`src/design/gdda_pkg.sv`:
```
// shared widths, calendar constants and the month start table for the date arithmetic block
`default_nettype none

package gdda_pkg;

   localparam int DAY_W     = 5;
   localparam int MONTH_W   = 4;
   localparam int YEAR_W    = 14;
   localparam int OFFSET_W  = 23;
   localparam int DSERIAL_W = 22;
   localparam int SERIAL_W  = 24;
   localparam int TARGET_W  = 25;
   localparam int MSTART_W  = 9;

   localparam int SER_LAT   = 3;
   localparam int SPLIT_LAT = 8;

   localparam logic [17:0] DAYS_400Y = 18'd146097;
   localparam logic [15:0] DAYS_100Y = 16'd36524;
   localparam logic [10:0] DAYS_4Y   = 11'd1461;
   localparam logic [8:0]  DAYS_1Y   = 9'd365;
   localparam logic [4:0]  QUAD_LAST = 5'd24;

   localparam logic [12:0] RECIP25 = 13'd5243;
   localparam int          SHIFT25 = 17;

   localparam logic signed [SERIAL_W-1:0] DBY_YEAR0 = -24'sd366;

   function automatic logic [MSTART_W-1:0] month_start(input logic leap,
                                                       input logic [MONTH_W-1:0] m);
      logic [MSTART_W-1:0] base;
      case (m)
         4'd0:    base = 9'd0;
         4'd1:    base = 9'd0;
         4'd2:    base = 9'd31;
         4'd3:    base = 9'd59;
         4'd4:    base = 9'd90;
         4'd5:    base = 9'd120;
         4'd6:    base = 9'd151;
         4'd7:    base = 9'd181;
         4'd8:    base = 9'd212;
         4'd9:    base = 9'd243;
         4'd10:   base = 9'd273;
         4'd11:   base = 9'd304;
         4'd12:   base = 9'd334;
         default: base = 9'd365;
      endcase
      return base + {8'd0, leap && (m >= 4'd3)};
   endfunction

endpackage

`default_nettype wire

```
`src/design/gdda_to_serial.sv`:
```
// date to serial day number, three register stages
`default_nettype none

module gdda_to_serial import gdda_pkg::*; (
   input  logic                       clock,
   input  logic [YEAR_W-1:0]          year,
   input  logic [MONTH_W-1:0]         month,
   input  logic [DAY_W-1:0]           day,
   output logic signed [SERIAL_W-1:0] serial
);

   logic [YEAR_W-1:0] p_in;
   logic [22:0]       p365_in;
   logic [24:0]       pq100_prod;
   logic [22:0]       pq400_prod;
   logic [24:0]       yq100_prod;
   logic [22:0]       yq400_prod;

   logic              b_zero_ff;
   logic [YEAR_W-1:0] b_p_ff;
   logic [22:0]       b_p365_ff;
   logic [7:0]        b_pq100_ff;
   logic [5:0]        b_pq400_ff;
   logic [7:0]        b_yq100_ff;
   logic [5:0]        b_yq400_ff;
   logic [YEAR_W-1:0] b_year_ff;
   logic [MONTH_W-1:0] b_month_ff;
   logic [DAY_W-1:0]  b_day_ff;

   logic                       div100;
   logic                       div400;
   logic                       leap;
   logic [SERIAL_W-1:0]        dby_sum;
   logic signed [SERIAL_W-1:0] c_dby_in;
   logic [MSTART_W-1:0]        c_msd_in;
   logic signed [SERIAL_W-1:0] c_dby_ff;
   logic [MSTART_W-1:0]        c_msd_ff;

   logic signed [SERIAL_W-1:0] serial_in;
   logic signed [SERIAL_W-1:0] serial_ff;

   // stage b: leap counts by reciprocal multiply
   assign p_in       = year - 14'd1;
   assign p365_in    = 23'(p_in) * 23'd365;
   assign pq100_prod = 25'(p_in[13:2]) * 25'(RECIP25);
   assign pq400_prod = 23'(p_in[13:4]) * 23'(RECIP25);
   assign yq100_prod = 25'(year[13:2]) * 25'(RECIP25);
   assign yq400_prod = 23'(year[13:4]) * 23'(RECIP25);

   always_ff @(posedge clock) begin
      b_zero_ff  <= (year == '0);
      b_p_ff     <= p_in;
      b_p365_ff  <= p365_in;
      b_pq100_ff <= pq100_prod[24:SHIFT25];
      b_pq400_ff <= pq400_prod[22:SHIFT25];
      b_yq100_ff <= yq100_prod[24:SHIFT25];
      b_yq400_ff <= yq400_prod[22:SHIFT25];
      b_year_ff  <= year;
      b_month_ff <= month;
      b_day_ff   <= day;
   end

   // stage c: days before the year, day within the year
   assign div100  = (b_year_ff[1:0] == 2'd0) &&
                    (b_year_ff[13:2] == 12'(12'(b_yq100_ff) * 12'd25));
   assign div400  = (b_year_ff[3:0] == 4'd0) &&
                    (b_year_ff[13:4] == 10'(10'(b_yq400_ff) * 10'd25));
   assign leap    = ((b_year_ff[1:0] == 2'd0) && !div100) || div400;
   assign dby_sum = 24'(b_p365_ff) + 24'(b_p_ff[13:2]) - 24'(b_pq100_ff)
                    + 24'(b_pq400_ff);
   assign c_dby_in = b_zero_ff ? DBY_YEAR0 : $signed(dby_sum);
   assign c_msd_in = month_start(leap, b_month_ff) + 9'(b_day_ff);

   always_ff @(posedge clock) begin
      c_dby_ff <= c_dby_in;
      c_msd_ff <= c_msd_in;
   end

   // stage d
   assign serial_in = c_dby_ff + $signed({15'd0, c_msd_ff});

   always_ff @(posedge clock) begin
      serial_ff <= serial_in;
   end

   assign serial = serial_ff;

endmodule

`default_nettype wire

```
`src/design/gdda_from_serial.sv`:
```
// zero-based day number to day, month and year, eight register stages
`default_nettype none

module gdda_from_serial import gdda_pkg::*; (
   input  logic                 clock,
   input  logic [DSERIAL_W-1:0] n,
   output logic [DAY_W-1:0]     day,
   output logic [MONTH_W-1:0]   month,
   output logic [YEAR_W-1:0]    year
);

   localparam int          S400      = 40;
   localparam int          S4        = 27;
   localparam logic [63:0] K400_WIDE = ((64'd1 << S400) + 64'd146096) / 64'd146097;
   localparam logic [63:0] K4_WIDE   = ((64'd1 << S4) + 64'd1460) / 64'd1461;
   localparam logic [22:0] K400      = K400_WIDE[22:0];
   localparam logic [16:0] K4        = K4_WIDE[16:0];

   logic [44:0]          f_prod;
   logic [4:0]           f_q_ff;
   logic [DSERIAL_W-1:0] f_n_ff;

   logic [17:0] g_r_in;
   logic [17:0] g_r_ff;
   logic [4:0]  g_q_ff;

   logic [1:0]  h_c_in;
   logic [15:0] h_r2_in;
   logic [1:0]  h_c_ff;
   logic [15:0] h_r2_ff;
   logic [4:0]  h_q_ff;

   logic [32:0] i_prod;
   logic [4:0]  i_q4_ff;
   logic [15:0] i_r2_ff;
   logic [1:0]  i_c_ff;
   logic [4:0]  i_q_ff;

   logic [10:0] j_r3_in;
   logic [10:0] j_r3_ff;
   logic [4:0]  j_q4_ff;
   logic [1:0]  j_c_ff;
   logic [4:0]  j_q_ff;

   logic [1:0]        y1;
   logic [8:0]        k_r4_in;
   logic              k_leap_in;
   logic [YEAR_W-1:0] k_yr_in;
   logic [8:0]        k_r4_ff;
   logic              k_leap_ff;
   logic [YEAR_W-1:0] k_yr_ff;

   logic [MONTH_W-1:0] l_mo_in;
   logic [MONTH_W-1:0] l_mo_ff;
   logic [8:0]         l_r4_ff;
   logic               l_leap_ff;
   logic [YEAR_W-1:0]  l_yr_ff;

   logic [DAY_W-1:0]   m_day_in;
   logic [DAY_W-1:0]   m_day_ff;
   logic [MONTH_W-1:0] m_month_ff;
   logic [YEAR_W-1:0]  m_year_ff;

   // stage f: 400-year cycles
   assign f_prod = 45'(n) * 45'(K400);

   always_ff @(posedge clock) begin
      f_q_ff <= f_prod[44:S400];
      f_n_ff <= n;
   end

   // stage g
   assign g_r_in = 18'(f_n_ff - 22'(22'(f_q_ff) * 22'(DAYS_400Y)));

   always_ff @(posedge clock) begin
      g_r_ff <= g_r_in;
      g_q_ff <= f_q_ff;
   end

   // stage h: centuries, last one holds the extra day
   assign h_c_in  = {1'b0, g_r_ff >= 18'(DAYS_100Y)}
                    + {1'b0, g_r_ff >= 18'(18'd2 * 18'(DAYS_100Y))}
                    + {1'b0, g_r_ff >= 18'(18'd3 * 18'(DAYS_100Y))};
   assign h_r2_in = 16'(g_r_ff - 18'(18'(h_c_in) * 18'(DAYS_100Y)));

   always_ff @(posedge clock) begin
      h_c_ff  <= h_c_in;
      h_r2_ff <= h_r2_in;
      h_q_ff  <= g_q_ff;
   end

   // stage i: four-year groups
   assign i_prod = 33'(h_r2_ff) * 33'(K4);

   always_ff @(posedge clock) begin
      i_q4_ff <= i_prod[31:S4];
      i_r2_ff <= h_r2_ff;
      i_c_ff  <= h_c_ff;
      i_q_ff  <= h_q_ff;
   end

   // stage j
   assign j_r3_in = 11'(i_r2_ff - 16'(16'(i_q4_ff) * 16'(DAYS_4Y)));

   always_ff @(posedge clock) begin
      j_r3_ff <= j_r3_in;
      j_q4_ff <= i_q4_ff;
      j_c_ff  <= i_c_ff;
      j_q_ff  <= i_q_ff;
   end

   // stage k: single years, leap follows from the cycle position
   assign y1 = {1'b0, j_r3_ff >= 11'(DAYS_1Y)}
               + {1'b0, j_r3_ff >= 11'(11'd2 * 11'(DAYS_1Y))}
               + {1'b0, j_r3_ff >= 11'(11'd3 * 11'(DAYS_1Y))};
   assign k_r4_in   = 9'(j_r3_ff - 11'(11'(y1) * 11'(DAYS_1Y)));
   assign k_leap_in = (y1 == 2'd3) && ((j_q4_ff != QUAD_LAST) || (j_c_ff == 2'd3));
   assign k_yr_in   = 14'(j_q_ff) * 14'd400 + 14'(j_c_ff) * 14'd100
                      + 14'(j_q4_ff) * 14'd4 + 14'(y1) + 14'd1;

   always_ff @(posedge clock) begin
      k_r4_ff   <= k_r4_in;
      k_leap_ff <= k_leap_in;
      k_yr_ff   <= k_yr_in;
   end

   // stage l: month search
   always_comb begin
      l_mo_in = 4'd1;
      for (int k = 2; k <= 12; k++) begin
         l_mo_in = l_mo_in + {3'd0, k_r4_ff >= month_start(k_leap_ff, 4'(k))};
      end
   end

   always_ff @(posedge clock) begin
      l_mo_ff   <= l_mo_in;
      l_r4_ff   <= k_r4_ff;
      l_leap_ff <= k_leap_ff;
      l_yr_ff   <= k_yr_ff;
   end

   // stage m
   assign m_day_in = 5'(l_r4_ff - month_start(l_leap_ff, l_mo_ff) + 9'd1);

   always_ff @(posedge clock) begin
      m_day_ff   <= m_day_in;
      m_month_ff <= l_mo_ff;
      m_year_ff  <= l_yr_ff;
   end

   assign day   = m_day_ff;
   assign month = m_month_ff;
   assign year  = m_year_ff;

endmodule

`default_nettype wire

```
`src/design/gregorian_date_day_arithmetic.sv`:
```
// top level: gregorian date to serial day number and date shift by a day offset
//
//   channel   ports                                              handshake
//   request   req_in_day, req_in_month, req_in_year,             start, busy
//             req_day_offset
//   response  rsp_day_serial, rsp_out_day, rsp_out_month,        rsp_valid strobe
//             rsp_out_year, rsp_range_error
//
// one transaction per cycle, busy stays low
// rsp_valid rises together with the result register: the input register loads at the
// accepting edge, then three serial stages, the range stage, eight split stages and
// the result register follow
// synchronous reset clears the valid pipeline only
// rsp_valid is a single-cycle strobe; the receiver cannot stall
`default_nettype none

module gregorian_date_day_arithmetic import gdda_pkg::*; #(
   parameter int MAX_YEAR = 9999
) (
   input  logic                        clock,
   input  logic                        reset,
   input  logic                        start,
   output logic                        busy,
   input  logic [DAY_W-1:0]            req_in_day,
   input  logic [MONTH_W-1:0]          req_in_month,
   input  logic [YEAR_W-1:0]           req_in_year,
   input  logic signed [OFFSET_W-1:0]  req_day_offset,
   output logic                        rsp_valid,
   output logic [DSERIAL_W-1:0]        rsp_day_serial,
   output logic [DAY_W-1:0]            rsp_out_day,
   output logic [MONTH_W-1:0]          rsp_out_month,
   output logic [YEAR_W-1:0]           rsp_out_year,
   output logic                        rsp_range_error
);

   localparam logic signed [TARGET_W-1:0] LAST_DAY =
      TARGET_W'(365 * MAX_YEAR + MAX_YEAR / 4 - MAX_YEAR / 100 + MAX_YEAR / 400);
   localparam int VLD_LEN = SER_LAT + SPLIT_LAT + 3;

   typedef struct packed {
      logic                 err;
      logic [DSERIAL_W-1:0] serial;
   } tag_type;

   logic                 accept;
   logic [VLD_LEN-1:0]   vld_in;
   logic [VLD_LEN-1:0]   vld_ff;

   logic [DAY_W-1:0]           a_day_ff;
   logic [MONTH_W-1:0]         a_month_ff;
   logic [YEAR_W-1:0]          a_year_ff;
   logic signed [OFFSET_W-1:0] a_off_ff;

   logic signed [OFFSET_W-1:0] off_line_ff [SER_LAT];
   logic signed [SERIAL_W-1:0] serial;

   logic signed [TARGET_W-1:0] target;
   logic                       e_err_in;
   logic [DSERIAL_W-1:0]       e_n_in;
   logic [DSERIAL_W-1:0]       e_n_ff;
   tag_type                    e_tag_ff;

   tag_type                    tag_ff [SPLIT_LAT];

   logic [DAY_W-1:0]   split_day;
   logic [MONTH_W-1:0] split_month;
   logic [YEAR_W-1:0]  split_year;

   logic [DSERIAL_W-1:0] rsp_serial_ff;
   logic [DAY_W-1:0]     rsp_day_ff;
   logic [MONTH_W-1:0]   rsp_month_ff;
   logic [YEAR_W-1:0]    rsp_year_ff;
   logic                 rsp_err_ff;

   assign busy   = 1'b0;
   assign accept = start && !busy;
   assign vld_in = {vld_ff[VLD_LEN-2:0], accept};

   always_ff @(posedge clock) begin
      if (reset) begin
         vld_ff <= '0;
      end else begin
         vld_ff <= vld_in;
      end
   end

   always_ff @(posedge clock) begin
      if (accept) begin
         a_day_ff   <= req_in_day;
         a_month_ff <= req_in_month;
         a_year_ff  <= req_in_year;
         a_off_ff   <= req_day_offset;
      end
   end

   gdda_to_serial u_to_serial (
      .clock  (clock),
      .year   (a_year_ff),
      .month  (a_month_ff),
      .day    (a_day_ff),
      .serial (serial)
   );

   // offset travels alongside the serial stages
   always_ff @(posedge clock) begin
      off_line_ff[0] <= a_off_ff;
      for (int k = 1; k < SER_LAT; k++) begin
         off_line_ff[k] <= off_line_ff[k-1];
      end
   end

   // range stage
   assign target   = TARGET_W'(serial) + TARGET_W'(off_line_ff[SER_LAT-1]);
   assign e_err_in = (target < 25'sd1) || (target > LAST_DAY);
   assign e_n_in   = DSERIAL_W'(target - 25'sd1);

   always_ff @(posedge clock) begin
      e_n_ff          <= e_n_in;
      e_tag_ff.err    <= e_err_in;
      e_tag_ff.serial <= DSERIAL_W'(serial);
   end

   gdda_from_serial u_from_serial (
      .clock (clock),
      .n     (e_n_ff),
      .day   (split_day),
      .month (split_month),
      .year  (split_year)
   );

   always_ff @(posedge clock) begin
      tag_ff[0] <= e_tag_ff;
      for (int k = 1; k < SPLIT_LAT; k++) begin
         tag_ff[k] <= tag_ff[k-1];
      end
   end

   // result register, date fields read zero on range error
   always_ff @(posedge clock) begin
      rsp_serial_ff <= tag_ff[SPLIT_LAT-1].serial;
      rsp_err_ff    <= tag_ff[SPLIT_LAT-1].err;
      rsp_day_ff    <= tag_ff[SPLIT_LAT-1].err ? '0 : split_day;
      rsp_month_ff  <= tag_ff[SPLIT_LAT-1].err ? '0 : split_month;
      rsp_year_ff   <= tag_ff[SPLIT_LAT-1].err ? '0 : split_year;
   end

   assign rsp_valid       = vld_ff[VLD_LEN-1];
   assign rsp_day_serial  = rsp_serial_ff;
   assign rsp_out_day     = rsp_day_ff;
   assign rsp_out_month   = rsp_month_ff;
   assign rsp_out_year    = rsp_year_ff;
   assign rsp_range_error = rsp_err_ff;

endmodule

`default_nettype wire
```
`config.mk`:
```
export PLATFORM = sky130hd
export DESIGN_NAME = gregorian_date_day_arithmetic
export DESIGN_NICKNAME = d
export VERILOG_FILES = /design/src/design/gdda_pkg.sv /design/src/design/gdda_to_serial.sv /design/src/design/gdda_from_serial.sv /design/src/design/gregorian_date_day_arithmetic.sv
export SDC_FILE = /design/constraint.sdc
export NUM_CORES = 2
export LEC_CHECK = 0
export BUFFER_PORTS_ARGS = -buffer_cell sky130_fd_sc_hd__buf_2
export CORE_ASPECT_RATIO = 0.6
export CORE_UTILIZATION = 60
export CTS_CLUSTER_SIZE = 20
export DETAILED_ROUTE_END_ITERATION = 8
export MAX_ROUTING_LAYER = met4
export PLACE_DENSITY = 0.8
export SETUP_SLACK_MARGIN = 0.2
export SYNTH_ARGS = -nofsm -noshare
export SYNTH_HDL_FRONTEND = slang
export SYNTH_HIERARCHICAL = 1
export SYNTH_SLANG_ARGS = --single-unit
export TNS_END_PERCENT = 50
```
`constraint.sdc`:
```
create_clock -name clock -period 11.2 [get_ports clock]
set_input_delay 2.24 -clock clock [delete_from_list [all_inputs] [get_ports clock]]
set_output_delay 2.24 -clock clock [all_outputs]
set_load 0.02 [all_outputs]
```
==> flow_metrics.tcl <==
set metrics [dict create \
    route.layer.met1.wl_um 51500 \
    dr_wl_met2_um 43300 \
    synth_nets 6061 \
    post-route-min-period_ns 7.48 \
    worst_hold_startpoint "off_line_ff[0][37]$_DFF_P_" \
    synth-edff-count 46 \
    h_tree_level_count 3 \
    crit_type "reg -> reg" \
    cts_made_buffers 67 \
    cts-root-to-sink-buffers 3 \
    post_synth.cell_area_avg_um2 10.8 \
    cts.sink_count 748 \
    worst_clock_skew_ns 0.0307 \
    grt_first_pass_wirelength_um 172000 \
    routabilityCongestion 0.964 \
    rsz_0062_raised_after_global_routing "no" \
    worstPathMaxFanout 11 \
    design.final.nets 6199 \
    startpoint "a_year_ff[3]$_DFFE_PP_" \
    grt_start_max_net_pins 47 \
    first_pass_iters 7 \
    grt.overflow.total 0 \
    cts_root_buffer "clkbuf_16" \
    measured_slew_at_the_worst_slew_check_pin_ns 1.17 \
    cts_tree "built" \
    areaGrowthSynthToFinish_pct 8.17 \
    synth-seq-area-share_pct 30.8 \
    detailedPlacementHpwl_um 86100 \
    cts_hold_repair.buffers 0 \
    synth-async-reset-ratio_pct 0 \
    initial_utilization_pct 61.1 \
    fp-row-count 81 \
    arrival_ns 7.99 \
    cell_area_after_technology_mapping_mm2 0.0501 \
    fill_cells 6117 \
    synthCells 4632 \
    outcome "complete, no violations" \
    max_cap_viol_count 0 \
    avgViaCountPerCell 5.45 \
    die_height_um 226 \
    number_of_global_route_vias_before_repair 32900 \
    ys.warnings.count 6 \
    count_of_antenna_violating_nets_left_after_detailed_routing 0 \
    worst_skew_pair.late_latency_ns 0.65 \
    synth_top_flop_cell "dfxtp_1" \
    routedWlPerCell_um 18.0 \
    drive_gt1_share_pct 5.56 \
    vias 32200 \
    post_cts_setup_buffer_count 0 \
    drc_errors 0 \
    timing.final.crit_share_pct 66.8 \
    synth-seq-cells 748 \
    number_of_failing_setup_endpoints_in_the_final_timing_report 0 \
    path_clk_slew_ns 0.08 \
    met3_length_um 10200 \
    i_o_pin_count 97 \
    detail_route.iter0.violations 2602 \
    core_area_mm2 0.0820 \
    io_buffers 95 \
    die_width_um 375 \
    die_area_mm2 0.0846 \
    timing.slew.headroom_pct 21.2 \
    worst_ep_required_time_ns 11.71 \
    ctsResizeCount 0 \
    element_type_at_the_critical_path_end "register" \
    achievable-frequency_mhz 134 \
    hp-class "reg -> reg" \
    slew_violations 0 \
    rr_startpoint "a_year_ff[3]$_DFFE_PP_" \
    wire_length_after_detailed_routing_um 106000 \
    finalSetupTns_ns 0 \
    top_signal_layer_used "met4" \
    timing.critical_path.from_type "register" \
    antenna_violations_before_repair 2 \
    timing.final.hold_violations 0 \
    grt.total_usage_pct 26.7 \
    synth_cell_type_count 103 \
]
[kinds of logic (layout without fill, tap and decap cells)]
| family | after synthesis | count (layout) | share of synthesized area [%] |
|---|---|---|---|
| compound gates | 624 | 624 | 8.32 |
| xor+xnor | 256 | 256 | 4.49 |
| fa+ha+maj | 1380 | 1380 | 42.0 |
| buf+inv | 988 | 1177 | 7.45 |
| flops | 748 | 748 | 30.8 |
| mux | 21 | 21 | 0.492 |
| other cells | 1 | 3 | 0.00749 |
| simple gates | 614 | 614 | 6.39 |
[cell usage after synthesis (4+ instances only)]
master | count | area share [%]
a211oi_1 | 34 | 0.51
and3_1 | 17 | 0.21
nand4_1 | 32 | 0.40
o41ai_1 | 7 | 0.12
a2111oi_0 | 5 | 0.087
and2_1 | 12 | 0.15
ha_1 | 879 | 22
a41oi_1 | 4 | 0.070
o21ai_0 | 132 | 1.3
xnor2_1 | 177 | 3.1
nor3_1 | 56 | 0.56
nand2b_1 | 41 | 0.51
nor2b_1 | 69 | 0.86
or2_2 | 5 | 0.062
a31oi_1 | 20 | 0.25
a311oi_1 | 4 | 0.070
nand2_1 | 117 | 0.88
fa_1 | 501 | 20
dfxtp_1 | 702 | 28
nand4b_1 | 6 | 0.10
o22ai_1 | 5 | 0.062
xor2_1 | 78 | 1.4
nor2_1 | 125 | 0.94
a21boi_0 | 10 | 0.15
nand3_1 | 73 | 0.73
o21a_1 | 31 | 0.46
edfxtp_1 | 46 | 2.8
mux2i_1 | 13 | 0.26
o31ai_1 | 10 | 0.15
o21bai_1 | 25 | 0.37
o211ai_1 | 15 | 0.22
a311o_1 | 4 | 0.080
or3_1 | 12 | 0.15
nor3b_1 | 4 | 0.060
clkbuf_1 | 24 | 0.18
mux2_2 | 5 | 0.11
o31a_1 | 5 | 0.087
inv_1 | 958 | 7.2
a211o_1 | 4 | 0.070
a21o_1 | 88 | 1.3
o2111ai_1 | 10 | 0.17
a21oi_1 | 162 | 1.6
nor4_1 | 11 | 0.14
[worst max-delay path: stages, from the launching register on]
cell      delay [ns]
edfxtp_1        0.51
inv_1           0.19
ha_1            0.21
nand2_1         0.06
nor3_1          0.35
nand3_1         0.20
or3_1           0.40
xnor2_2         0.51
inv_1           0.18
ha_1            0.36
inv_1           0.10
ha_1            0.34
xor2_1          0.16
ha_1            0.31
fa_1            0.54
fa_1            0.56
inv_1           0.06
fa_1            0.53
inv_1           0.04
ha_1            0.21
or3_1           0.39
a211oi_1        0.25
a21oi_1         0.16
a31oi_1         0.37
o21ai_0         0.18
xor2_1          0.16
[stage by stage]
stage	hold WS, ns	worst slack (ns)	std cells	cell area (µm²)	utilization, %
floorplan	0.310	4.61	4632	50100	-
global placement	0.310	3.97	5780	51800	63.2
detailed placement	0.312	3.79	5780	51800	63.2
CTS	0.305	3.77	5900	54100	66.0
global route	0.315	3.22	5902	54100	66.0
finish	0.303	3.72	5902	54100	66.0
[layout make-up]
class / count / area, µm² / share of cell area, %
Timing Repair Buffer: 99 / 505 / 0.934
Clock inverter: 38 / 515 / 0.952
Sequential cell: 748 / 15400 / 28.5
Inverter: 958 / 3600 / 6.64
Clock buffer: 82 / 1850 / 3.41
Multi-Input combinational cell: 2896 / 30900 / 57.1
Tap cell: 1079 / 1350 / 2.49
Antenna cell: 2 / 5.00 / 0.00924
[placed cells by master, fill, tap and decap left out, drive strengths merged, types with 46 or more instances in the layout]
master | synthesis | routed
nor3 | 59 | 59
nand2 | 117 | 117
clkbuf | 24 | 82
a21o | 91 | 91
buf | 6 | 99
dfxtp | 702 | 702
nand3 | 75 | 75
fa | 501 | 501
a21oi | 163 | 163
edfxtp | 46 | 46
xor2 | 78 | 78
nor2b | 69 | 69
o21ai | 135 | 135
ha | 879 | 879
inv | 958 | 971
xnor2 | 178 | 178
nor2 | 125 | 125
[sequential cells by signal, indices dropped and copies added (netlist names), 16 cells and up, named ones only]
signal	flops
u_from_serial/h_r2_ff	16
u_from_serial/g_r_ff	18
u_from_serial/f_n_ff	18
u_to_serial/serial	24
u_to_serial/c_dby_ff	24
e_tag_ff	23
a_off_ff	23
u_to_serial/b_p365_ff	23
e_n_ff	22
tag_ff	184
rsp_day_serial	22
off_line_ff	69
[final timing paths]
path                                                           to  slack (ns)  depth (start not counted)
worst min register to register         off_line_ff[0][60]$_DFF_P_        0.30                          0
worst min-delay path                   off_line_ff[0][60]$_DFF_P_        0.30                          0
worst max-delay path            u_to_serial/b_pq100_ff[6]$_DFF_P_        3.72                         25
worst max register to register  u_to_serial/b_pq100_ff[6]$_DFF_P_        3.72                         25
[per-layer routing]
layer | global-route usage (%) | vias up
li1 | - | 15400
met1 | 38.4 | 15600
met2 | 37.2 | 1014
met3 | 7.94 | 107
met4 | 5.05 | 0
met5 | - | -
Power is left out: the tool's default activity adds up to more than one toggle a clock period on the data nets, which glitch-free logic cannot reach.
